**config.mk**
```make
export PLATFORM = sky130hd
export DESIGN_NAME = gbhp_regs
export DESIGN_NICKNAME = d
export VERILOG_FILES = /design/src/rtl/gyro_bias_highpass_filter_assert.svh /design/src/rtl/gbhp_pkg.sv /design/src/rtl/gbhp_regs.sv
export SDC_FILE = /design/constraint.sdc
export NUM_CORES = 1
export LEC_CHECK = 0
export ABC_AREA = 0
export ABC_CLOCK_PERIOD_IN_PS = 1200
export BUFFER_PORTS_ARGS = -buffer_cell sky130_fd_sc_hd__buf_2
export CAP_MARGIN = 10
export CORE_MARGIN = 5
export CORE_UTILIZATION = 30
export DETAILED_ROUTE_END_ITERATION = 8
export PLACE_DENSITY = 0.56
export SLEW_MARGIN = 25
export SYNTH_ARGS = -nofsm -noshare
export SYNTH_HDL_FRONTEND = slang
export SYNTH_SLANG_ARGS = --single-unit
```
**constraint.sdc**
```tcl
create_clock -name i_clk -period 1.2 [get_ports i_clk]
set_input_delay 0.06 -clock i_clk [delete_from_list [all_inputs] [get_ports i_clk]]
set_output_delay 0.06 -clock i_clk [all_outputs]
set_load 0.02 [all_outputs]
```
**src/rtl/gyro_bias_highpass_filter_assert.svh**
```systemverilog
// Assertion macros shared by the gyro high-pass RTL.
`ifndef GYRO_BIAS_HIGHPASS_FILTER_ASSERT_SVH
`define GYRO_BIAS_HIGHPASS_FILTER_ASSERT_SVH
`ifndef SYNTH
`define GBHP_ASSERT_IMPLY(lbl, clk, rst_n, ante, cons) \
    lbl: assert property (@(posedge clk) disable iff (!rst_n) (ante) |-> (cons)) \
        else $error("gbhp: same-cycle check failed");
`define GBHP_ASSERT_NEXT(lbl, clk, rst_n, ante, cons) \
    lbl: assert property (@(posedge clk) disable iff (!rst_n) (ante) |=> (cons)) \
        else $error("gbhp: next-cycle check failed");
`define GBHP_ASSERT_NEVER(lbl, clk, rst_n, cond) \
    lbl: assert property (@(posedge clk) disable iff (!rst_n) !(cond)) \
        else $error("gbhp: forbidden condition seen");
`else
`define GBHP_ASSERT_IMPLY(lbl, clk, rst_n, ante, cons)
`define GBHP_ASSERT_NEXT(lbl, clk, rst_n, ante, cons)
`define GBHP_ASSERT_NEVER(lbl, clk, rst_n, cond)
`endif
`endif

```
**src/rtl/gbhp_pkg.sv**
```systemverilog
`default_nettype none
package gbhp_pkg;

    localparam int AXES       = 3;
    localparam int RAW_W      = 16;
    localparam int RATE_W     = 32;
    localparam int TIME_W     = 64;
    localparam int SCALE_W    = 32;
    localparam int COEFF_W    = 16;
    localparam int TERM_W     = COEFF_W + 1;   // 2*b and 1+b reach 2^16
    localparam int CFG_IDX_W  = 3;
    localparam int CFG_DATA_W = 32;

    localparam int S_TDATA_W = AXES * RAW_W + TIME_W;
    localparam int M_TDATA_W = AXES * RATE_W + TIME_W;

    // scale path: Q0 * Q8.24 -> Q.24, round to Q.20
    localparam int PROD_W   = RAW_W + SCALE_W + 1;
    localparam int X_SHIFT  = 4;
    localparam int ROUND_X  = 8;
    localparam int SCL_W    = PROD_W - X_SHIFT;
    localparam int CORR_W   = SCL_W + 1;

    // filter path: Q.36 accumulator, round to Q.20
    localparam int SAT_W    = 52;
    localparam int Y_SHIFT  = 16;
    localparam int ROUND_Y  = 32768;
    localparam int RND_W    = SAT_W - Y_SHIFT;

    localparam int QUEUE_DEPTH_DEF = 2;

    localparam logic [SCALE_W-1:0] SCALE_RST = 32'd16777216;
    localparam logic [COEFF_W-1:0] COEFF_RST = 16'd32112;
    localparam logic [COEFF_W-1:0] COEFF_ONE = 16'd32768;

    localparam logic [RATE_W-1:0] RATE_MAX = {1'b0, {(RATE_W-1){1'b1}}};
    localparam logic [RATE_W-1:0] RATE_MIN = {1'b1, {(RATE_W-1){1'b0}}};

    localparam logic [CFG_IDX_W-1:0] REG_GYRO_SCALE = 3'd0;
    localparam logic [CFG_IDX_W-1:0] REG_BIAS_X     = 3'd1;
    localparam logic [CFG_IDX_W-1:0] REG_BIAS_Y     = 3'd2;
    localparam logic [CFG_IDX_W-1:0] REG_BIAS_Z     = 3'd3;
    localparam logic [CFG_IDX_W-1:0] REG_HPF_COEFF  = 3'd4;

    typedef struct packed {
        logic [SCALE_W-1:0]           scale;
        logic [AXES-1:0][RATE_W-1:0]  bias;
        logic [TERM_W-1:0]            pole2;   // 2*b, b clamped to one
        logic [TERM_W-1:0]            gain;    // one + b
    } t_cfg;

    typedef struct packed {
        logic [TIME_W-1:0]            ts;
        logic [AXES-1:0][RATE_W-1:0]  x;
        logic                         clip;
    } t_sample;

    typedef struct packed {
        logic               clip;
        logic [RATE_W-1:0]  val;
    } t_sat;

    function automatic t_sat sat32(input logic signed [SAT_W-1:0] v);
        t_sat r;
        logic hi;
        logic lo;
        hi = !v[SAT_W-1] && (|v[SAT_W-2:RATE_W-1]);
        lo = v[SAT_W-1] && !(&v[SAT_W-2:RATE_W-1]);
        r.clip = hi || lo;
        if (hi) begin
            r.val = RATE_MAX;
        end else if (lo) begin
            r.val = RATE_MIN;
        end else begin
            r.val = v[RATE_W-1:0];
        end
        return r;
    endfunction

endpackage
`default_nettype wire

```
**src/rtl/gbhp_regs.sv**
```systemverilog
`default_nettype none
module gbhp_regs (
    input  logic                               i_clk,
    input  logic                               i_rst_n,
    input  logic                               i_cfg_valid,
    output logic                               o_cfg_ready,
    input  logic [gbhp_pkg::CFG_IDX_W-1:0]     i_cfg_index,
    input  logic [gbhp_pkg::CFG_DATA_W-1:0]    i_cfg_data,
    output gbhp_pkg::t_cfg                     o_cfg
);
    import gbhp_pkg::*;

    t_cfg r_cfg;
    logic w_wr;

    // pole terms are precomputed at write time, b above one reads as one
    function automatic logic [2*TERM_W-1:0] coeff_terms(input logic [COEFF_W-1:0] c);
        logic [COEFF_W-1:0] b;
        b = (c > COEFF_ONE) ? COEFF_ONE : c;
        return {{b, 1'b0}, TERM_W'(COEFF_ONE) + {1'b0, b}};
    endfunction

    assign o_cfg_ready = 1'b1;
    assign w_wr        = i_cfg_valid && o_cfg_ready;
    assign o_cfg       = r_cfg;

    always_ff @(posedge i_clk) begin
        if (!i_rst_n) begin
            r_cfg.scale               <= SCALE_RST;
            r_cfg.bias                <= '0;
            {r_cfg.pole2, r_cfg.gain} <= coeff_terms(COEFF_RST);
        end else if (w_wr) begin
            unique case (i_cfg_index)
                REG_GYRO_SCALE: r_cfg.scale   <= i_cfg_data[SCALE_W-1:0];
                REG_BIAS_X:     r_cfg.bias[0] <= i_cfg_data[RATE_W-1:0];
                REG_BIAS_Y:     r_cfg.bias[1] <= i_cfg_data[RATE_W-1:0];
                REG_BIAS_Z:     r_cfg.bias[2] <= i_cfg_data[RATE_W-1:0];
                REG_HPF_COEFF:  {r_cfg.pole2, r_cfg.gain} <= coeff_terms(i_cfg_data[COEFF_W-1:0]);
                default: ;
            endcase
        end
    end

endmodule
`default_nettype wire

```
# == Word-level counts from Yosys, hierarchy flattened ==
# Cells that the tools add are included.
# Widths: inputs -> output; s select.
# word_totals
ff_bits,161
word_cells,19
# op_classes
addsub,1
n_lt_le_gt_ge,1
eq_ne,4
muxes,1
n_reduce_logical,6
# ops
cell,n
$add 16x16->17 const A,1
$gt 16x16->1 const B,1
$mux 16,1
$reduce_and 2->1,5
$eq 3x2->1 const B,2
$eq 3x1->1 const B,1
$eq 3x3->1 const B,1
$logic_not 3->1,1

# == Logic depth before layout (Yosys ltp) ==
# depth
word_depth,3
mapped_depth,5
depth_no_buf,3

# == Least setup slack after synthesis ==
# Ideal clock, no wire load.
# synth_path
kind,input to register
from,input port i_cfg_index[0] (netlist name)
to,"register r_cfg, in the netlist o_cfg[154]"
arrival_time_ns,0.963
t_required_ns,1.063
slack_ns,0.100
stages,5
path_buffers,2
cell_sequence,or4b_1 -> buf_2 -> buf_6 -> nand2_1 -> nand3_1
# synth_between
elab_chain_cells,2
# synth_rtl
element,line,rtl
from (decl),gbhp_regs.sv:7,"input logic [gbhp_pkg::CFG_IDX_W-1:0] i_cfg_index,"
$logic_not 3->1,gbhp_regs.sv:33,unique case (i_cfg_index)
$reduce_and 2->1 (no line),n/a,
to (decl),gbhp_regs.sv:13,t_cfg r_cfg;
# No other way between the ends.
# A chain may end at the register's enable or synchronous reset.

# == Worst setup path in the final report ==
# layout_path
from,input port i_cfg_data[14] (netlist name)
to,"register r_cfg, in the netlist o_cfg[14]"
# layout_between
elab_chain_cells,3
# layout_rtl
element,line,rtl
from (decl),gbhp_regs.sv:8,"input logic [gbhp_pkg::CFG_DATA_W-1:0] i_cfg_data,"
$gt 16x16->1,gbhp_regs.sv:19,b = (c > COEFF_ONE) ? COEFF_ONE : c;
$mux 16 *,gbhp_regs.sv:19,
$add 16x16->17 *,gbhp_regs.sv:20,"return {{b, 1'b0}, TERM_W'(COEFF_ONE) + {1'b0, b}};"
# Mark *: on every way between the ends. The rest lies on a longest branch, timed or not.

==> impl_metrics.tcl <==
set metrics [dict create \
    worst_pin_slew_ns 0.595 \
    initial_core_util 0.304 \
    worst_setup_path_start_kind "input port" \
    endpoint_kind "register" \
    coreArea_sq_um 18600 \
    fmax_mhz 869 \
    grt_usage 0.167 \
    hold_ws_ns 0.0341 \
    place_area_sq_um 7040 \
    worstPathArrival_ns 1.49 \
    cts_buffers 17 \
    nNetsFinal 913 \
    critPathMaxStageDelay_ns 0.66 \
    post-place-ws_ns -0.247 \
    crit_type "in -> reg" \
    synth_area_sq_um 5670 \
    async_flop_share 0 \
    ys_top_cells_by_area "dfxtp_1 (51%), nand2_1 (19%), a21boi_0 (10%)" \
    crit_buf_inv 3 \
    finalSetupViolCount 0 \
    power_density_nw_per_um2 1410 \
    htreeDepth 4 \
    portBuffers 198 \
    largest_reg_flops 145 \
    clk_pin_slew_worst_paths_ns 0.06 \
    layoutNonFillerInstCount 1122 \
    grt_overflow 0 \
    antenna_found_initial 0 \
    drtAntennaViolNets 0 \
    ys_types 24 \
    hold_viol 0 \
    clock_sink_count 145 \
    fp.dieW_um 147 \
    clockBufferDepth 2 \
    pin_count 201 \
    period_minus_slack_ns 1.15 \
    synth-main-ff-cell "dfxtp_1" \
    postSynthAreaPerCell_sq_um 8.49 \
    yosysWarnings 0 \
    synthCells 667 \
    rsz0062_at_grt "no" \
    fin_ws_ns 0.0491 \
    gp_congestion 0.755 \
    synthTopCellsByCount "nand2_1 (281), dfxtp_1 (145), a21boi_0 (77)" \
    grt_max_degree 55 \
    drt-vias-per-instance 4.59 \
    placedCellCount 1074 \
    ff2ff_setup_slack_ns 0.53 \
    slew_violations 0 \
    cts_tree "yes" \
    ys_ff_latch 145 \
    drtIter0Drc 211 \
    grt_pass1_wl_um 28600 \
    max_cap_viol_count 0 \
    rows 50 \
    antenna_cells 0 \
    drc 0 \
    routedWlPerCell_um 16.2 \
    ir_worst_vdd_mv 0.900 \
    fin_crit_sh 0.959 \
    seq_area_frac_synth 0.512 \
    via_count 5151 \
    cp_max_fo 7 \
    dp_hpwl_um 12700 \
    syn_to_final_growth_pct 36.9 \
    synth.most_common_cell "nand2_1" \
    status "finished, final reports clean" \
    drt_wl_total_um 18200 \
    critPathTopFamily "buffers and inverters" \
    slew_headroom 0.600 \
    yosys.area.top_type "dfxtp_1" \
    cp_slowest_cell "dlygate4sd3_1" \
    power.leakage_uw 0.00334 \
    path_cells "dlygate4sd3_1 -> nor4_2 -> buf_4 -> nand4_1 -> buf_6 -> a32oi_1" \
    cts_setup_buffers 0 \
    hold_path.class "in -> reg" \
    finalClockSkew_ns 0 \
    layout-drive-gt1-share 0.313 \
    cts_root_buf "clkbuf_16" \
    synth_top_cell_area_share 0.512 \
    synth_edf_count 0 \
    dr.pass1.iters 4 \
    die_area_sq_um 21700 \
    die_h_um 147 \
    syn_nets 705 \
    final_area_sq_um 7760 \
    grt_pass1_vias 4992 \
    worstPathRequired_ns 1.54 \
    clk_latency_ns 0.41 \
]
[power breakdown]
group	total (uW)	internal, uW	leakage, uW	switching, uW
Clock	4930	2850	0.000269	2080
Combinational	997	405	0.00190	593
Sequential	4990	4930	0.00117	60.9
Total	10900	8180	0.00334	2730
[cell type report]
type / count / area, sq um
Clock buffer: 23 / 488
Clock inverter: 9 / 57.6
Fill cell: 1899 / 10900
Multi-Input combinational cell: 452 / 2390
Sequential cell: 145 / 2900
Tap cell: 234 / 293
Timing Repair Buffer: 259 / 1630
[layer usage]
metal / up-vias / wire length [um] / global-route usage
met5: - / 0 / 0
met3: 12 / 1190 / 0.0503
li1: 2573 / - / -
met4: 0 / 146 / 0.0405
met2: 145 / 8340 / 0.267
met1: 2421 / 8490 / 0.224
[layout by cell type, fill, tap and decap left out, drive strengths merged, types with 7 or more instances in the layout]
master	netlist	final
a21boi	134	134
a32oi	7	7
buf	48	242
clkbuf	22	23
clkinv	0	7
dfxtp	145	145
dlygate4sd3	0	17
nand2	281	281
nand3b	8	8
[cells by family (layout without fill, tap and decap cells)]
group | after synthesis | count (layout) | synth area share
compound gates | 142 | 142 | 0.190
buf+inv | 70 | 291 | 0.0698
flops | 145 | 145 | 0.512
other cells | 2 | 2 | 0.00133
simple gates | 308 | 308 | 0.227
[timing repair]
| item | 4_1_cts | 5_1_grt |
|---|---|---|
| setup endpoints to repair | 0 | 7 |
| resized for setup | 0 | 2 |
| hold buffers | 17 | 0 |
| endpoints found under the hold margin | 69 | 0 |
[final timing paths]
check / start / endpoint / cells past startpoint
max: i_cfg_data[14] / o_cfg[14] / 6
max reg2reg: o_cfg[63] / o_cfg[63] / 2
min: i_rst_n / o_cfg[116] / 2
min reg2reg: o_cfg[135] / o_cfg[135] / 2
[through the flow]
stage / total power, uW / setup TNS [ns] / utilization
6_report: 10900 / 0 / 0.416
5_1_grt: 11400 / 0 / 0.416
4_1_cts: 11100 / 0 / 0.416
2_1_floorplan: 5590 / 0 / -
3_5_place_dp: 6050 / -2.22 / 0.378
3_3_place_gp: 6050 / -2.21 / 0.378
No activity file was read; power rests on OpenSTA's default activity.
