$ cat src/rtl/gyro_bias_highpass_filter_assert.svh
// Assertion macros shared by the gyro high-pass RTL.
`ifndef GYRO_BIAS_HIGHPASS_FILTER_ASSERT_SVH
`define GYRO_BIAS_HIGHPASS_FILTER_ASSERT_SVH
`ifndef SYNTH
`define GBHP_ASSERT_IMPLY(lbl, clk, rst_n, ante, cons) \
    lbl: assert property (@(posedge clk) disable iff (!rst_n) (ante) |-> (cons)) \
        else $error("gbhp: same-cycle check failed");
`define GBHP_ASSERT_NEXT(lbl, clk, rst_n, ante, cons) \
    lbl: assert property (@(posedge clk) disable iff (!rst_n) (ante) |=> (cons)) \
        else $error("gbhp: next-cycle check failed");
`define GBHP_ASSERT_NEVER(lbl, clk, rst_n, cond) \
    lbl: assert property (@(posedge clk) disable iff (!rst_n) !(cond)) \
        else $error("gbhp: forbidden condition seen");
`else
`define GBHP_ASSERT_IMPLY(lbl, clk, rst_n, ante, cons)
`define GBHP_ASSERT_NEXT(lbl, clk, rst_n, ante, cons)
`define GBHP_ASSERT_NEVER(lbl, clk, rst_n, cond)
`endif
`endif

$ cat src/rtl/gbhp_pkg.sv
`default_nettype none
package gbhp_pkg;

    localparam int AXES       = 3;
    localparam int RAW_W      = 16;
    localparam int RATE_W     = 32;
    localparam int TIME_W     = 64;
    localparam int SCALE_W    = 32;
    localparam int COEFF_W    = 16;
    localparam int TERM_W     = COEFF_W + 1;   // 2*b and 1+b reach 2^16
    localparam int CFG_IDX_W  = 3;
    localparam int CFG_DATA_W = 32;

    localparam int S_TDATA_W = AXES * RAW_W + TIME_W;
    localparam int M_TDATA_W = AXES * RATE_W + TIME_W;

    // scale path: Q0 * Q8.24 -> Q.24, round to Q.20
    localparam int PROD_W   = RAW_W + SCALE_W + 1;
    localparam int X_SHIFT  = 4;
    localparam int ROUND_X  = 8;
    localparam int SCL_W    = PROD_W - X_SHIFT;
    localparam int CORR_W   = SCL_W + 1;

    // filter path: Q.36 accumulator, round to Q.20
    localparam int SAT_W    = 52;
    localparam int Y_SHIFT  = 16;
    localparam int ROUND_Y  = 32768;
    localparam int RND_W    = SAT_W - Y_SHIFT;

    localparam int QUEUE_DEPTH_DEF = 2;

    localparam logic [SCALE_W-1:0] SCALE_RST = 32'd16777216;
    localparam logic [COEFF_W-1:0] COEFF_RST = 16'd32112;
    localparam logic [COEFF_W-1:0] COEFF_ONE = 16'd32768;

    localparam logic [RATE_W-1:0] RATE_MAX = {1'b0, {(RATE_W-1){1'b1}}};
    localparam logic [RATE_W-1:0] RATE_MIN = {1'b1, {(RATE_W-1){1'b0}}};

    localparam logic [CFG_IDX_W-1:0] REG_GYRO_SCALE = 3'd0;
    localparam logic [CFG_IDX_W-1:0] REG_BIAS_X     = 3'd1;
    localparam logic [CFG_IDX_W-1:0] REG_BIAS_Y     = 3'd2;
    localparam logic [CFG_IDX_W-1:0] REG_BIAS_Z     = 3'd3;
    localparam logic [CFG_IDX_W-1:0] REG_HPF_COEFF  = 3'd4;

    typedef struct packed {
        logic [SCALE_W-1:0]           scale;
        logic [AXES-1:0][RATE_W-1:0]  bias;
        logic [TERM_W-1:0]            pole2;   // 2*b, b clamped to one
        logic [TERM_W-1:0]            gain;    // one + b
    } t_cfg;

    typedef struct packed {
        logic [TIME_W-1:0]            ts;
        logic [AXES-1:0][RATE_W-1:0]  x;
        logic                         clip;
    } t_sample;

    typedef struct packed {
        logic               clip;
        logic [RATE_W-1:0]  val;
    } t_sat;

    function automatic t_sat sat32(input logic signed [SAT_W-1:0] v);
        t_sat r;
        logic hi;
        logic lo;
        hi = !v[SAT_W-1] && (|v[SAT_W-2:RATE_W-1]);
        lo = v[SAT_W-1] && !(&v[SAT_W-2:RATE_W-1]);
        r.clip = hi || lo;
        if (hi) begin
            r.val = RATE_MAX;
        end else if (lo) begin
            r.val = RATE_MIN;
        end else begin
            r.val = v[RATE_W-1:0];
        end
        return r;
    endfunction

endpackage
`default_nettype wire

$ cat src/rtl/gbhp_front.sv
`default_nettype none
module gbhp_front (
    input  logic                              i_clk,
    input  logic                              i_rst_n,
    input  gbhp_pkg::t_cfg                    i_cfg,
    input  logic                              i_s_tvalid,
    output logic                              o_s_tready,
    input  logic [gbhp_pkg::S_TDATA_W-1:0]    i_s_tdata,
    input  logic                              i_q_full,
    output logic                              o_push,
    output gbhp_pkg::t_sample                 o_sample
);
    import gbhp_pkg::*;

    logic                      r_p_valid;
    logic signed [PROD_W-1:0]  r_prod [AXES];
    logic [TIME_W-1:0]         r_ts;

    logic signed [RAW_W-1:0]   w_raw  [AXES];
    logic signed [PROD_W-1:0]  w_prod [AXES];
    logic [PROD_W-1:0]         w_rnd  [AXES];
    logic signed [SCL_W-1:0]   w_scl  [AXES];
    logic signed [CORR_W-1:0]  w_corr [AXES];
    t_sat                      w_sat  [AXES];
    logic                      w_accept;

    assign o_s_tready = !r_p_valid || !i_q_full;
    assign o_push     = r_p_valid && !i_q_full;
    assign w_accept   = i_s_tvalid && o_s_tready;

    always_comb begin
        o_sample.ts   = r_ts;
        o_sample.clip = 1'b0;
        o_sample.x    = '0;
        for (int a = 0; a < AXES; a++) begin
            w_raw[a]  = i_s_tdata[a*RAW_W +: RAW_W];
            w_prod[a] = w_raw[a] * $signed({1'b0, i_cfg.scale});
            // round half up from 24 to 20 fraction bits
            w_rnd[a]  = r_prod[a] + PROD_W'(ROUND_X);
            w_scl[a]  = w_rnd[a][PROD_W-1:X_SHIFT];
            w_corr[a] = CORR_W'(w_scl[a]) - CORR_W'($signed(i_cfg.bias[a]));
            w_sat[a]  = sat32(SAT_W'(w_corr[a]));
            o_sample.x[a] = w_sat[a].val;
            o_sample.clip = o_sample.clip | w_sat[a].clip;
        end
    end

    always_ff @(posedge i_clk) begin
        if (!i_rst_n) begin
            r_p_valid <= 1'b0;
        end else begin
            if (w_accept) begin
                r_p_valid <= 1'b1;
                r_ts      <= i_s_tdata[AXES*RAW_W +: TIME_W];
                for (int a = 0; a < AXES; a++) begin
                    r_prod[a] <= w_prod[a];
                end
            end else if (o_push) begin
                r_p_valid <= 1'b0;
            end
        end
    end

endmodule
`default_nettype wire

$ cat config.mk
export PLATFORM = sky130hd
export DESIGN_NAME = gbhp_front
export DESIGN_NICKNAME = d
export VERILOG_FILES = /design/src/rtl/gyro_bias_highpass_filter_assert.svh /design/src/rtl/gbhp_pkg.sv /design/src/rtl/gbhp_front.sv
export SDC_FILE = /design/constraint.sdc
export NUM_CORES = 2
export LEC_CHECK = 0
export BUFFER_PORTS_ARGS = -buffer_cell sky130_fd_sc_hd__buf_4
export CAP_MARGIN = 20
export CORE_AREA = 4 4 309 462
export CTS_CLUSTER_DIAMETER = 200
export DETAILED_ROUTE_END_ITERATION = 16
export DIE_AREA = 0 0 313 466
export GPL_TIMING_DRIVEN = 0
export PLACE_DENSITY_LB_ADDON = 0.2
export SYNTH_ARGS = -nofsm -noshare
export SYNTH_HDL_FRONTEND = slang
export SYNTH_SLANG_ARGS = --single-unit
$ cat constraint.sdc
create_clock -name i_clk -period 19.59 [get_ports i_clk]
set_input_delay 2.9385 -clock i_clk [delete_from_list [all_inputs] [get_ports i_clk]]
set_output_delay 2.9385 -clock i_clk [all_outputs]
set_load 0.03 [all_outputs]
After elaboration in Yosys (flattened, before gate mapping)
Memory sizes are Yosys's and may differ from the RTL's.
Cells that the tools add are included.
{ "classes": {"n_shift": 0, "eq_ne": 0, "multipliers": 3, "n_lt_le_gt_ge": 0, "div": 0, "muxes": 11, "bitwise": 2, "n_reduce_logical": 28, "addsub": 6} }
{ "ops": {"columns": ["operator", "n"], "rows": [
  ["$mux 32", 6],
  ["$add 49x5->49 const B", 3],
  ["$mul 16x33->49", 3],
  ["$sub 45x32->46", 3],
  ["$reduce_and 15->1", 3],
  ["$reduce_or 15->1", 3],
  ["$logic_and 1x1->1", 8],
  ["$logic_not 1->1", 8],
  ["$mux 1", 5],
  ["$logic_or 1x1->1", 4],
  ["$or 1x1->1", 2],
  ["$reduce_and 2->1", 1],
  ["$reduce_bool 2->1", 1]
]} }
{ "word_totals": {"latchBits": 0, "mem_bits_rw": 147, "out_inout_bits": 163, "wordCells": 53, "rom_bits": 0, "in_bits": 278, "memories": 1, "ff_bits": 65} }
{ "memory_table": {"columns": ["name", "words", "word_bits", "rd", "rd_ports_with_merged_regs", "wr", "line", "rtl"], "rows": [
  ["r_prod", 3, 49, 3, 0, 3, "gbhp_front.sv:16", "logic signed [PROD_W-1:0] r_prod [AXES];"]
]} }

Longest topological paths before layout
{ "depth": {"depth_word": 8, "depth_mapped": 27, "ltp_nobuf": 26} }

Worst setup path after synthesis
No wires, ideal clock.
{ "synth_path": {"path_type": "input-to-reg", "from": "input port i_cfg[141] (netlist bit)", "to": "memory r_prod[0][139] (netlist bit) (data pin)", "path_buffers": 2, "required_ns": 19.332, "arrival_ns": 9.175, "setup_ns": 0.258, "path_slack_ns": 10.156, "path_stages": 25, "cell_sequence": "clkbuf_1 > clkbuf_1 > nand2_1 > fa_1 > fa_1 > fa_1 > inv_1 > fa_1 > fa_1 > inv_1 > fa_1 > inv_1 > ha_1 > o21a_1 > o21ai_0 > nand2b_1 > a31o_2 > o2111ai_1 > a31oi_1 > a2111o_1 > a31o_2 > a221o_1 > a21o_1 > a21oi_1 > xnor2_1"} }
{ "synth_lines": {"columns": ["item", "line", "rtl"], "rows": [
  ["start: declaration", "gbhp_front.sv:5", "input gbhp_pkg::t_cfg i_cfg,"],
  ["end: declaration", "gbhp_front.sv:16", null]
]} }

==> results.tsv <==
metric	value	unit
register bit total from synthesis	203	
Die Span Y	466	µm
clock latency on the worst-skew pair	600	ps
vias in the first global route	60200	
Tightest Pin Transition	1340	ps
Top FF cell, synth	edfxtp_1	
ys async rst share	0	%
post-synthesis cell count	7779	
WS Path Type	input port to flop	
Antenna Nets Post-Route	0	
CP Depth	25	
DPL Wire Length	197	mm
GP Congestion	1.01	
EDFF count, synth	202	
clk buf depth	3	
Max Cap Viol	0	
clock slew at reported path FFs	70	ps
R2R depth	4	
CP startpoint kind	input port	
fill count	13300	
share of cells above drive strength 1	6.28	%
Global Route met1 Usage	35.9	%
most used cell along the critical path	fa_1	
CP Capture Type	flop	
Root Buffer	clkbuf_16	
crit-path max cell delay	950	ps
largest cells by area after synthesis	fa_1, ha_1, inv_1, edfxtp_1, and2_1	
synthesized area	67500	µm²
die area	146000	µm²
met3 GRT Util	7.87	%
first-pass GRT wire length	350	mm
minimum hold slack	531	ps
Min-Delay Path Depth	2	
final setup violation count	0	
synth warn	0	
max-slew violations	0	
post-CTS setup buffers	0	
RSZ-0062 raised after global routing	false	
period utilization	57.6	%
relative slew slack	10.9	%
DIE WIDTH	313	µm
Crit-path slowest cell	clkbuf_1	
Final Net Count	10300	
area leader, netlist	fa_1	
GR peak layer	met2	
initial antenna violation count	28	
Post-Route WL	231	mm
Via-to-Cell Ratio	5.57	
largest net degree at the start of global routing	71	
critical path fanouts, max	12	
total congestion overflow	0	
Top delay family on crit path	adder cells	
CP bufs+invs	5	
Inserted Clock Buffers	24	
Ports	441	
starting density of the core	48.8	%
IO Port Bufs	375	
Post-Route Setup TNS	0	ps
DRT Pass-1 Iters	6	
hold-fix buffers at CTS	0	
PostCTS Resize Cnt	0	
Avg Inst Size Synth	8.68	µm²
Clock Sinks	203	
HP Class	flop to flop	
Worst Clk Skew	14.1	ps
DRT iter0 DRCs	4177	
CTS tree	done	
met2 usage	53.9	%
Worst EP arrival	11630	ps
fmax	88.6	MHz
GRT Util Overall	31.8	%
total number of vias	56300	
post-route DRC violation count	0	
P&R area growth vs syn	9.66	%
row count	167	
syn_nets	9908	
post-synthesis sequential area ratio	9.01	%
Fin. Hold Viols	0	
DR WL/cell	22.9	µm
CORE AREA	138000	µm²
Yosys cell types	94	
min cycle time layout	11290	ps
status	finished, final reports clean	
H-Tree Level Count	1	
Synth top area share	37.3	%
Critical Path RT	19930	ps
-- cell usage in the layout, fill, tap and decap left out, drive strengths merged, types with 7 or more instances in the layout --
cell | netlist | layout
nand2b | 59 | 59
and2 | 658 | 658
nor2b | 37 | 37
nand3 | 113 | 113
fa | 1257 | 1257
nand2 | 1020 | 1020
a211oi | 32 | 32
a211o | 13 | 13
nor3 | 53 | 53
and4 | 19 | 19
o21ai | 136 | 136
ha | 594 | 594
a31o | 9 | 9
a221o | 7 | 7
o21a | 46 | 46
nor2 | 257 | 257
a21oi | 279 | 279
a2111oi | 7 | 7
o21bai | 44 | 44
a21o | 199 | 199
clkbuf | 328 | 356
a221oi | 9 | 9
a31oi | 29 | 29
nand4 | 51 | 51
xor2 | 137 | 137
buf | 34 | 440
mux2i | 8 | 8
a21boi | 11 | 11
or2 | 14 | 14
inv | 1680 | 1681
diode | 0 | 21
o31ai | 14 | 14
xnor2 | 237 | 237
o31a | 9 | 9
nor4 | 10 | 10
edfxtp | 202 | 202
and3 | 44 | 44
o211ai | 25 | 25
or3 | 15 | 15
-- synth_stat cells, types with 7 or more instances --
| cell | number |
|---|---|
| inv_1 | 1680 |
| fa_1 | 1257 |
| nand2_1 | 1019 |
| and2_1 | 657 |
| ha_1 | 594 |
| clkbuf_1 | 327 |
| a21oi_1 | 277 |
| nor2_1 | 257 |
| xnor2_1 | 237 |
| edfxtp_1 | 202 |
| a21o_1 | 199 |
| xor2_1 | 137 |
| o21ai_0 | 123 |
| nand3_1 | 113 |
| nand2b_1 | 59 |
| nor3_1 | 52 |
| nand4_1 | 51 |
| o21a_1 | 45 |
| and3_1 | 44 |
| o21bai_1 | 44 |
| nor2b_1 | 37 |
| a211oi_1 | 31 |
| a31oi_1 | 29 |
| o211ai_1 | 24 |
| and4_1 | 19 |
| or3_1 | 15 |
| buf_2 | 14 |
| a211o_1 | 13 |
| buf_1 | 13 |
| o21ai_1 | 13 |
| or2_2 | 12 |
| o31ai_1 | 11 |
| a21boi_0 | 9 |
| a31o_2 | 9 |
| nor4_1 | 9 |
| a221oi_1 | 8 |
| mux2i_1 | 8 |
| o31a_1 | 8 |
| a221o_1 | 7 |
-- logic make-up (layout without fill, tap and decap cells) --
family	count (synthesis)	after routing	share of synthesized area (%)
adders and majority gates	1851	1851	48.3
DFF	203	203	9.01
buffers and inverters	2042	2490	11.5
muxes	8	8	0.119
AOI/OAI and AO/OA	929	929	9.17
other	0	21	0
and+or+nand+nor	2372	2372	17.1
xor gates and xnor gates	374	374	4.85
-- tightest hold or removal path, delay by kind of cell (launching register included) --
kind            cells  cell delay [ps]
simple gates        1               50
flops               1              320
compound gates      1              120
-- stage by stage --
step / setup slack, ps / util (%) / std cells / area (µm²)
after global routing: 7980 / 53.5 / 10100 / 74000
after detailed placement: 7800 / 52.8 / 10000 / 73000
final: 8300 / 53.5 / 10100 / 74000
after floorplan: 10160 / - / 7779 / 67500
after CTS: 8440 / 53.4 / 10100 / 73800
after global placement: 7950 / 52.5 / 10000 / 72700
-- path summary, 6_finish.rpt --
kind | start | slack [ps] | to
setup / recovery | i_cfg[142] | 8300 | r_prod[0][146]
hold / removal | r_p_valid | 530 | r_p_valid
setup reg to reg | r_p_valid | 17720 | r_prod[0][38]
hold reg to reg | r_p_valid | 530 | r_p_valid
-- area by class of cell --
type	count	area [µm²]	share of cell area, %
antenna	21	52.6	0.0710
buffer	362	1430	1.93
clock buffer	28	637	0.860
clock inverter	14	169	0.228
inverter	1680	6310	8.52
multi-input combinational	5534	53700	72.5
sequential	203	6090	8.22
tap	1859	2330	3.14
timing repair buffer	406	3330	4.50
-- registers in the layout (all words and copies together), names as in the netlist --
signal and count:
r_prod 138, r_ts 64, r_p_valid 1
-- routing by layer --
layer / vias up / share of wire [%]
met3: 754 / 9.6
li1: 24800 / -
met4: 18 / 7.7
met1: 28200 / 35
met2: 2456 / 48
met5: - / 0.048
Power is not shown: default switching activity piles up to over one toggle a cycle in this logic, so the estimate is an artifact.
