File: src/rtl/gyro_bias_highpass_filter_assert.svh
// Assertion macros shared by the gyro high-pass RTL.
`ifndef GYRO_BIAS_HIGHPASS_FILTER_ASSERT_SVH
`define GYRO_BIAS_HIGHPASS_FILTER_ASSERT_SVH
`ifndef SYNTH
`define GBHP_ASSERT_IMPLY(lbl, clk, rst_n, ante, cons) \
    lbl: assert property (@(posedge clk) disable iff (!rst_n) (ante) |-> (cons)) \
        else $error("gbhp: same-cycle check failed");
`define GBHP_ASSERT_NEXT(lbl, clk, rst_n, ante, cons) \
    lbl: assert property (@(posedge clk) disable iff (!rst_n) (ante) |=> (cons)) \
        else $error("gbhp: next-cycle check failed");
`define GBHP_ASSERT_NEVER(lbl, clk, rst_n, cond) \
    lbl: assert property (@(posedge clk) disable iff (!rst_n) !(cond)) \
        else $error("gbhp: forbidden condition seen");
`else
`define GBHP_ASSERT_IMPLY(lbl, clk, rst_n, ante, cons)
`define GBHP_ASSERT_NEXT(lbl, clk, rst_n, ante, cons)
`define GBHP_ASSERT_NEVER(lbl, clk, rst_n, cond)
`endif
`endif

File: src/rtl/gbhp_pkg.sv
`default_nettype none
package gbhp_pkg;

    localparam int AXES       = 3;
    localparam int RAW_W      = 16;
    localparam int RATE_W     = 32;
    localparam int TIME_W     = 64;
    localparam int SCALE_W    = 32;
    localparam int COEFF_W    = 16;
    localparam int TERM_W     = COEFF_W + 1;   // 2*b and 1+b reach 2^16
    localparam int CFG_IDX_W  = 3;
    localparam int CFG_DATA_W = 32;

    localparam int S_TDATA_W = AXES * RAW_W + TIME_W;
    localparam int M_TDATA_W = AXES * RATE_W + TIME_W;

    // scale path: Q0 * Q8.24 -> Q.24, round to Q.20
    localparam int PROD_W   = RAW_W + SCALE_W + 1;
    localparam int X_SHIFT  = 4;
    localparam int ROUND_X  = 8;
    localparam int SCL_W    = PROD_W - X_SHIFT;
    localparam int CORR_W   = SCL_W + 1;

    // filter path: Q.36 accumulator, round to Q.20
    localparam int SAT_W    = 52;
    localparam int Y_SHIFT  = 16;
    localparam int ROUND_Y  = 32768;
    localparam int RND_W    = SAT_W - Y_SHIFT;

    localparam int QUEUE_DEPTH_DEF = 2;

    localparam logic [SCALE_W-1:0] SCALE_RST = 32'd16777216;
    localparam logic [COEFF_W-1:0] COEFF_RST = 16'd32112;
    localparam logic [COEFF_W-1:0] COEFF_ONE = 16'd32768;

    localparam logic [RATE_W-1:0] RATE_MAX = {1'b0, {(RATE_W-1){1'b1}}};
    localparam logic [RATE_W-1:0] RATE_MIN = {1'b1, {(RATE_W-1){1'b0}}};

    localparam logic [CFG_IDX_W-1:0] REG_GYRO_SCALE = 3'd0;
    localparam logic [CFG_IDX_W-1:0] REG_BIAS_X     = 3'd1;
    localparam logic [CFG_IDX_W-1:0] REG_BIAS_Y     = 3'd2;
    localparam logic [CFG_IDX_W-1:0] REG_BIAS_Z     = 3'd3;
    localparam logic [CFG_IDX_W-1:0] REG_HPF_COEFF  = 3'd4;

    typedef struct packed {
        logic [SCALE_W-1:0]           scale;
        logic [AXES-1:0][RATE_W-1:0]  bias;
        logic [TERM_W-1:0]            pole2;   // 2*b, b clamped to one
        logic [TERM_W-1:0]            gain;    // one + b
    } t_cfg;

    typedef struct packed {
        logic [TIME_W-1:0]            ts;
        logic [AXES-1:0][RATE_W-1:0]  x;
        logic                         clip;
    } t_sample;

    typedef struct packed {
        logic               clip;
        logic [RATE_W-1:0]  val;
    } t_sat;

    function automatic t_sat sat32(input logic signed [SAT_W-1:0] v);
        t_sat r;
        logic hi;
        logic lo;
        hi = !v[SAT_W-1] && (|v[SAT_W-2:RATE_W-1]);
        lo = v[SAT_W-1] && !(&v[SAT_W-2:RATE_W-1]);
        r.clip = hi || lo;
        if (hi) begin
            r.val = RATE_MAX;
        end else if (lo) begin
            r.val = RATE_MIN;
        end else begin
            r.val = v[RATE_W-1:0];
        end
        return r;
    endfunction

endpackage
`default_nettype wire

File: src/rtl/gbhp_queue.sv
`default_nettype none
`include "gyro_bias_highpass_filter_assert.svh"
module gbhp_queue #(
    parameter int DEPTH = gbhp_pkg::QUEUE_DEPTH_DEF
) (
    input  logic               i_clk,
    input  logic               i_rst_n,
    input  logic               i_push,
    input  gbhp_pkg::t_sample  i_data,
    output logic               o_full,
    input  logic               i_pop,
    output logic               o_valid,
    output gbhp_pkg::t_sample  o_data
);
    import gbhp_pkg::*;

    localparam int CNT_W = $clog2(DEPTH + 1);

    // shift queue: head always sits in entry 0
    t_sample            r_q [DEPTH];
    logic [CNT_W-1:0]   r_count;
    logic [CNT_W-1:0]   w_widx;

    assign o_full  = (r_count == CNT_W'(DEPTH));
    assign o_valid = (r_count != '0);
    assign o_data  = r_q[0];
    assign w_widx  = i_pop ? r_count - 1'b1 : r_count;

    always_ff @(posedge i_clk) begin
        if (!i_rst_n) begin
            r_count <= '0;
        end else begin
            if (i_push && !i_pop) begin
                r_count <= r_count + 1'b1;
            end else if (i_pop && !i_push) begin
                r_count <= r_count - 1'b1;
            end
        end
        for (int i = 0; i < DEPTH; i++) begin
            if (i_push && w_widx == CNT_W'(i)) begin
                r_q[i] <= i_data;
            end else if (i_pop && i < DEPTH - 1) begin
                r_q[i] <= r_q[(i + 1) % DEPTH];
            end
        end
    end

    `GBHP_ASSERT_NEVER(a_q_no_overflow, i_clk, i_rst_n, i_push && o_full && !i_pop)
    `GBHP_ASSERT_NEVER(a_q_no_underflow, i_clk, i_rst_n, i_pop && !o_valid)
    `GBHP_ASSERT_NEXT(a_q_count_up, i_clk, i_rst_n, i_push && !i_pop, r_count == $past(r_count) + 1'b1)

endmodule
`default_nettype wire

File: config.mk
export PLATFORM = sky130hd
export DESIGN_NAME = gbhp_queue
export DESIGN_NICKNAME = d
export VERILOG_FILES = /design/src/rtl/gbhp_pkg.sv /design/src/rtl/gbhp_queue.sv
export VERILOG_INCLUDE_DIRS = /design/src /design/src/rtl
export SDC_FILE = /design/constraint.sdc
export NUM_CORES = 1
export LEC_CHECK = 0
export BUFFER_PORTS_ARGS = -buffer_cell sky130_fd_sc_hd__buf_4
export CORE_ASPECT_RATIO = 1.1
export CORE_UTILIZATION = 55
export DETAILED_ROUTE_END_ITERATION = 10
export MAX_ROUTING_LAYER = met4
export PLACE_DENSITY = 0.79
export RECOVER_POWER = 25
export SLEW_MARGIN = 0
export SYNTH_ARGS = -nofsm -noshare
export SYNTH_HDL_FRONTEND = slang
export SYNTH_SLANG_ARGS = --single-unit
export TNS_END_PERCENT = 20
File: constraint.sdc
create_clock -name i_clk -period 22.4 [get_ports i_clk]
set_clock_uncertainty 0.15 [all_clocks]
set_input_delay 2.24 -clock i_clk [delete_from_list [all_inputs] [get_ports i_clk]]
set_output_delay 2.24 -clock i_clk [all_outputs]
set_load 0.01 [all_outputs]
* After elaboration in Yosys (flattened, before gate mapping)
Memories as Yosys holds them, arrays and structs flattened. Index checks and enable logic that the tools add are counted.
Storage, ports and cells: register bits 2, RAM bits 322, input bits 165, output and inout port bits 163, word-level logic and storage cells 27, memories 1
Memory list:
- r_q | depth 2, bits a word 161, rd ports 2, clocked after memory_dff 0, write ports 2, line gbhp_queue.sv:20 | t_sample r_q [DEPTH];
Operators by class: add/subtract/negate cells 2, equal/unequal tests 2, multiplexer cells 11, bitwise logic cells 1, reductions and logical operators 9
Operator list (count):
- $mux W161 | 1
- $mux W1 | 7
- $mux W2 | 3
- $logic_and A1 B1 Y1 | 4
- $reduce_bool A2 Y1 | 2
- $add A2 B1 Y2 const B | 1
- $eq A2 B1 Y1 const B | 1
- $eq A2 B2 Y1 const B | 1
- $logic_not A1 Y1 | 2
- $logic_not A2 Y1 | 1
- $sub A2 B1 Y2 const B | 1
- $or A1 B1 Y1 | 1

* Longest topological paths before layout
Gate-level depths: netlist of the first run.
word-level depth 7, gate-level depth with buffers 8

* Least setup slack after synthesis of the first run
Ideal clock, no wire load.
kind input port to flip-flop, start point in i_pop, end point mem r_q[0][161] (netlist bit), enable pin, library setup time 0.928 ns, arrival 14.354 ns, data required time 21.322 ns, slack 6.968 ns, stages 3, path through buf_2 > or3b_1 > a21boi_0
RTL lines:
- start, declared | line gbhp_queue.sv:11 | input logic i_pop,
- end, declared | line gbhp_queue.sv:20

==> results by group, run 1 <==
Status
  – Result of the run: complete, no violations

Critical path
  – Setup Crit Path Kind: primary input to flip-flop
  – Worst path arrival time: between 5000 and 6000 ps
  – Worst r2r path cells: 5
  – Crit path launch type: primary input
  – Endpoint required time on the critical path: roughly 22000 ps
  – Largest fanout on the critical path: about 160
  – Category of the worst setup path capture point: flip-flop

Floorplan
  – I/O pins: approximately 330
  – Die H: approximately 180 µm
  – DIE WIDTH: ~160 µm
  – Area enclosed by the die boundary: slightly below 30000 µm²
  – Starting utilization of the core area: 0.559
  – Row Count: 64
  – Core box area: approximately 28000 µm²

CTS
  – Root Buffer: sky130_fd_sc_hd__clkbuf_16
  – Count of instances resized after the clock tree is built: 0
  – Clock-pin slew reported for the worst setup and hold paths after clock tree synthesis: 60 ps
  – Cts bufs inserted: 34
  – CTS tree: done
  – Source-to-sink clock delay at the later pin of the worst-skew pair: between 400 and 500 ps
  – Number of buffers inserted by hold repair at cts: 0
  – H-tree depth: 2
  – Setup bufs post-CTS: 0
  – Longest Clk Path Bufs: 3
  – Clk sink count: between 300 and 400

STA
  – Final period demand of the worst path: slightly above 5000 ps
  – RSZ-0062 raised after global routing: no
  – Post-route fraction of the period consumed by the critical path: 0.227
  – Final max-slew violation count: 0
  – Total negative setup slack: 0 ps
  – Final count of hold timing violations: 0
  – Count of final setup violators: 0
  – Max Freq: roughly 0.20 GHz
  – Worst slew margin relative to its limit: 0.215
  – Slew of the pin with the lowest slew margin: ~1200 ps

Synth
  – Most used DFF post-synth: sky130_fd_sc_hd__edfxtp_1
  – Cells taking the most area after synthesis: sky130_fd_sc_hd__edfxtp_1 (62%), sky130_fd_sc_hd__buf_4 (7.9%), sky130_fd_sc_hd__o211ai_1 (6.8%), sky130_fd_sc_hd__nand2b_1 (6.5%), sky130_fd_sc_hd__nand4_1 (6.5%)
  – Register area share after synthesis: 0.625
  – Netlist area before placement: around 16000 µm²
  – Number of storage elements in the synthesis netlist: about 320
  – Top cell type's share of synthesized area: 0.623
  – Number of instances in the synthesized netlist: roughly 1300
  – Post-synth net total: ~1400
  – Ys async rst share: 0
  – Number of library cell types mapped by synthesis: 24
  – Synth Warn #: 0
  – Most numerous cell types in the synthesized netlist: sky130_fd_sc_hd__edfxtp_1 (322), sky130_fd_sc_hd__buf_4 (164), sky130_fd_sc_hd__nand2b_1 (162), sky130_fd_sc_hd__nand2_1 (161), sky130_fd_sc_hd__nand4_1 (161)
  – EDFF count, synth: 322
  – Post-Syn Area per Cell: between 10 and 15 µm²
  – Most common cell in the synthesized netlist: sky130_fd_sc_hd__edfxtp_1
  – Leading area contributor after synthesis: sky130_fd_sc_hd__edfxtp_1

Drt
  – Routed vias/inst: around 5.9
  – Iteration-0 DRC count of the detailed router: between 900 and 1000
  – Number of vias in the routed layout: 10300
  – Post-detailed-route wirelength per cell: slightly below 20 µm
  – Number of DRC violations after detailed routing: 0
  – Post-detailed-route count of antenna-violating nets: 0
  – Number of search-and-repair iterations in the first detailed-routing pass: 5
  – Wire length after detailed routing: 34500 µm

Power and ir drop
  – Leakage component of the power: between 5 and 6 nW
  – Peak supply drop: 0.0693 mV
  – Pwr Density: approximately 90 nW/µm²

Global routing
  – Vias in the first global route: 9658
  – Number of antenna violations at the first check in global routing: 3
  – Maximum number of pins on one net before global-route repair: 157
  – GRT overflow: 0
  – Global-route wire length before repair: roughly 53000 µm
  – GR Util All Layers: 0.241

Cells and area
  – Synthesis-to-layout area growth: 10.5%
  – Finished layout cell area: 17100 µm²
  – Final nets: 1527
  – Share of final-layout standard cells stronger than drive strength 1: 0.150

Placed design
  – DPL Wire Length: between 20000 and 25000 µm
  – Placer congestion estimate: around 0.78
  – PortBufs: ~330
  – DP Area: about 17000 µm²

Worst hold path
  – Min-Delay Path Class: flip-flop to flip-flop
  – Number of instances on the worst hold path: 2

Job
  – # Max-Cap Violations: 0
## report_power, final
part	leakage (nW)	total, mW	switching [mW]	internal (mW)
logic	2.08	0.248	0.163	0.0849
registers	3.13	0.785	0.0297	0.755
clock network	0.536	0.557	0.223	0.334
## layout make-up
| cell class | count | area [µm²] |
|---|---|---|
| clock buffer | 43 | 948 |
| sequential | 324 | 9710 |
| tap | 363 | 454 |
| fill | 2199 | 10600 |
| clock inverter | 13 | 143 |
| timing repair buffer | 337 | 1790 |
| multi-input combinational | 658 | 4080 |
| inverter | 4 | 15.0 |
| antenna | 3 | 7.51 |
## cell families after synthesis
group | share of synthesized area
compound gates | 0.0857
xor+xnor | 0.00113
simple gates | 0.171
buf+inv | 0.114
fa+ha+maj | 0.00242
flops | 0.625
## critical path, stage by stage
cell and delay [ps]:
sky130_fd_sc_hd__clkbuf_8 330, sky130_fd_sc_hd__or3b_1 580, sky130_fd_sc_hd__a21boi_4 770, sky130_fd_sc_hd__buf_4 860
## metal layers
layer,vias to the layer above,share of wire,track usage
met5,-,0,-
met4,0,0.023,0.0755
met3,64,0.098,0.0595
met2,520,0.48,0.367
met1,4970,0.40,0.318
li1,4720,-,-
## metrics by stage
stage	util	power (mW)	worst slack (ps)	std cells	hold slack, ps
finish	0.617	1.59	17320	1745	375
global placement	0.605	1.06	16860	1686	355
CTS	0.644	1.62	17340	1742	376
floorplan	-	0.998	6970	1255	325
detailed placement	0.605	1.07	16830	1686	368
global route	0.617	1.65	17160	1745	413
## flip-flops by register name, indices dropped and copies added, names as in the netlist
| register | count |
|---|---|
| r_count | 2 |
| r_q | 322 |
## layout by cell type, fill, tap and decap left out, types with 2 or more instances in the layout
master / count
sky130_fd_sc_hd__diode_2: 3
sky130_fd_sc_hd__o211ai_2: 20
sky130_fd_sc_hd__buf_4: 133
sky130_fd_sc_hd__nand2_1: 161
sky130_fd_sc_hd__clkbuf_16: 37
sky130_fd_sc_hd__nand2b_1: 162
sky130_fd_sc_hd__edfxtp_1: 322
sky130_fd_sc_hd__nand4_1: 161
sky130_fd_sc_hd__clkinv_1: 4
sky130_fd_sc_hd__clkinv_2: 4
sky130_fd_sc_hd__o211ai_1: 141
sky130_fd_sc_hd__ha_1: 2
sky130_fd_sc_hd__bufinv_16: 3
sky130_fd_sc_hd__inv_1: 4
sky130_fd_sc_hd__inv_6: 2
sky130_fd_sc_hd__clkbuf_1: 207
## path summary, 6_finish.rpt
kind / startpoint / end / slack, ps
worst max register to register: r_count[0] / r_q[0][48] / 17780
worst min register to register: r_count[1] / r_count[1] / 370
worst min-delay path: r_count[1] / r_count[1] / 370
worst max-delay path: i_pop / r_q[0][164] / 17320
Power figures use the tool's default switching activity.
==> inputs of run 2 (changes only) <==
==> constraint.sdc (replaced) <==
create_clock -name i_clk -period 4.7 [get_ports i_clk]
set_clock_uncertainty 0.15 [all_clocks]
set_input_delay 0.47 -clock i_clk [delete_from_list [all_inputs] [get_ports i_clk]]
set_output_delay 0.47 -clock i_clk [all_outputs]
set_load 0.01 [all_outputs]
==> run 2 against run 1 <==
  * Non-clock buffer count up 63
  * Cell area increased by 4.0%
  * Via count up 3.4%
  * Routed wire length increased by 3.5%
  * Die area stayed put
  * Cell count grew 3.8%
  * Sequential share of layout area fell by 2.2 points
  * Flip-flop and latch count did not move
  * Critical endpoint is now r_q[0][205]
  * Largest power group unchanged
==> results by group, run 2 (synthesized netlist as in run 1, its figures left out) <==
Critical path
  – Reg-to-reg critical path endpoint: r_q[0][205]
  – Worst reg2reg path startpoint: r_count[0]
  – Start point of the critical path: r_count[0]
  – Category of the worst setup path capture point: flip-flop
  – Largest fanout on the critical path: around 120
  – Endpoint required time on the critical path: ~4700 ps
  – Crit path launch type: flip-flop
  – Setup Crit Path Kind: flip-flop to flip-flop
  – Register-to-register setup slack: between 1500 and 2000 ps
  – Worst path arrival time: 3130 ps
  – Worst r2r path cells: 5

CTS
  – Longest Clk Path Bufs: 3
  – CTS tree: done
  – H-tree depth: 2
  – Clk sink count: ~320
  – Source-to-sink clock delay at the later pin of the worst-skew pair: 490 ps
  – Clock-pin slew reported for the worst setup and hold paths after clock tree synthesis: roughly 60 ps
  – Number of buffers inserted by hold repair at cts: between 50 and 60
  – Setup bufs post-CTS: 0
  – Root Buffer: sky130_fd_sc_hd__clkbuf_16
  – Cts bufs inserted: 34
  – Count of instances resized after the clock tree is built: 0

Drt
  – Number of vias in the routed layout: between 10000 and 15000
  – Wire length after detailed routing: ~36000 µm
  – Post-detailed-route count of antenna-violating nets: 0
  – Number of DRC violations after detailed routing: 0
  – Post-detailed-route wirelength per cell: slightly below 20 µm
  – Routed vias/inst: between 5 and 6
  – Iteration-0 DRC count of the detailed router: about 1100
  – Number of search-and-repair iterations in the first detailed-routing pass: 5

Power and ir drop
  – Peak supply drop: ~0.30 mV
  – Internal Pwr Total: 5.58 mW
  – Fraction of power spent switching nets: 0.264
  – Clk pwr share: 0.343
  – Portion of total power attributed to sequential cells: 0.490
  – Pwr Density: 426 nW/µm²
  – Switching power: 2.01 mW
  – Leakage component of the power: between 6 and 7 nW
  – Share of power burned in combinational logic: 0.167
  – Total power of the final layout: around 7.6 mW

Worst hold path
  – Min-Delay Path Class: primary input to flip-flop
  – Number of instances on the worst hold path: 2
  – Endpoint with the worst hold slack: r_count[0]
  – Worst Hold Launch: i_rst_n

Job
  – # Max-Cap Violations: 0

STA
  – Count of final setup violators: 0
  – Post-route fraction of the period consumed by the critical path: 0.670
  – RSZ-0062 raised after global routing: no
  – Max Freq: ~0.32 GHz
  – Final max-slew violation count: 0
  – Final period demand of the worst path: ~3200 ps
  – Total negative setup slack: 0 ps
  – Slew of the pin with the lowest slew margin: 1030 ps
  – Final count of hold timing violations: 0
  – Worst slew margin relative to its limit: 0.315

Cells and area
  – Largest registers: r_q: 322 flops, r_count: 2 flops
  – Synthesis-to-layout area growth: 14.9%
  – Most common cell after layout, fill and taps aside: sky130_fd_sc_hd__edfxtp_1
  – Max FFs per register: between 300 and 400
  – Non-Filler Instances: 1812
  – Largest register by flop count: r_q
  – Finished layout cell area: approximately 18000 µm²
  – Final nets: approximately 1600
  – Share of final-layout standard cells stronger than drive strength 1: 0.143
  – Commonest non-fill, non-tap cells in the layout: sky130_fd_sc_hd__edfxtp_1 (322), sky130_fd_sc_hd__clkbuf_1 (207), sky130_fd_sc_hd__nand2b_1 (162)
  – Fill cells: between 2000 and 2500

Global routing
  – GRT met3 Usage: 0.0614
  – Number of antenna violations at the first check in global routing: 2
  – Global-route wire length before repair: around 55000 µm
  – Vias in the first global route: between 10000 and 15000
  – Routing layer with the top usage in global route: met2
  – GR Util All Layers: 0.248
  – Global Route met1 Usage: 0.300
  – Maximum number of pins on one net before global-route repair: 240
  – Met2 Resource Use GR: 0.410
  – GRT overflow: 0

Floorplan
  – I/O pins: 328
  – DIE WIDTH: roughly 160 µm
  – Area enclosed by the die boundary: between 20000 and 30000 µm²
  – Row Count: 64
  – Starting utilization of the core area: 0.559
  – Die H: roughly 180 µm
  – Core box area: roughly 28000 µm²

Placed design
  – Placer congestion estimate: between 0.7 and 0.8
  – PortBufs: roughly 330
  – DP Area: between 15000 and 20000 µm²
  – DPL Wire Length: between 15000 and 20000 µm
  – Number of instances in the placed design: ~1700

Status
  – Result of the run: complete, no violations
==> run 2: how the worst max path moves through the flow <==
stage                              to  slack, ps
final                     r_q[0][205]       1550
after global routing      r_q[0][111]       1370
after CTS                 r_q[0][146]       1530
after detailed placement  r_q[0][114]       1610
after global placement    r_q[0][256]       1600
after floorplan           r_q[0][161]         10
==> run 2: metal layers <==
layer  vias up  routed length, µm
met5         -                  0
met4         0                994
met3        69               3190
met2       494              17900
met1      5209              13600
li1       4856                  -
==> run 2: power groups by stage <==
stage,registers (mW),logic [mW],clock network [mW]
3_5_place_dp,3.78,1.32,0
6_report,3.72,1.26,2.60
4_1_cts,3.72,1.36,2.65
2_1_floorplan,3.73,0.966,0
3_3_place_gp,3.77,1.29,0
5_1_grt,3.75,1.37,2.75
==> run 2: area by class of cell <==
type,count,area (µm²),area share
flip-flops and latches,324,9710,0.545
repair buffers,400,2480,0.139
clock buffers,44,952,0.0534
diodes,2,5.00,0.000281
multi-input cells,658,4080,0.229
clock inverters,17,126,0.00709
well taps,363,454,0.0255
inverters,4,15.0,0.000842
==> run 2: metrics by stage <==
| stage | hold WS (ps) | utilization | worst slack (ps) |
|---|---|---|---|
| final | 59.4 | 0.642 | 1550 |
| after global routing | 48.5 | 0.642 | 1370 |
| after CTS | 0.0751 | 0.665 | 1530 |
| after detailed placement | 400 | 0.607 | 1610 |
| after global placement | 354 | 0.607 | 1600 |
| after floorplan | 325 | - | 11.1 |
==> run 2: worst max-delay path: stages (launching register included) <==
cell	delay [ps]
sky130_fd_sc_hd__dfxtp_4	990
sky130_fd_sc_hd__inv_1	290
sky130_fd_sc_hd__ha_4	370
sky130_fd_sc_hd__nand3b_1	120
sky130_fd_sc_hd__a21boi_4	200
sky130_fd_sc_hd__buf_12	420
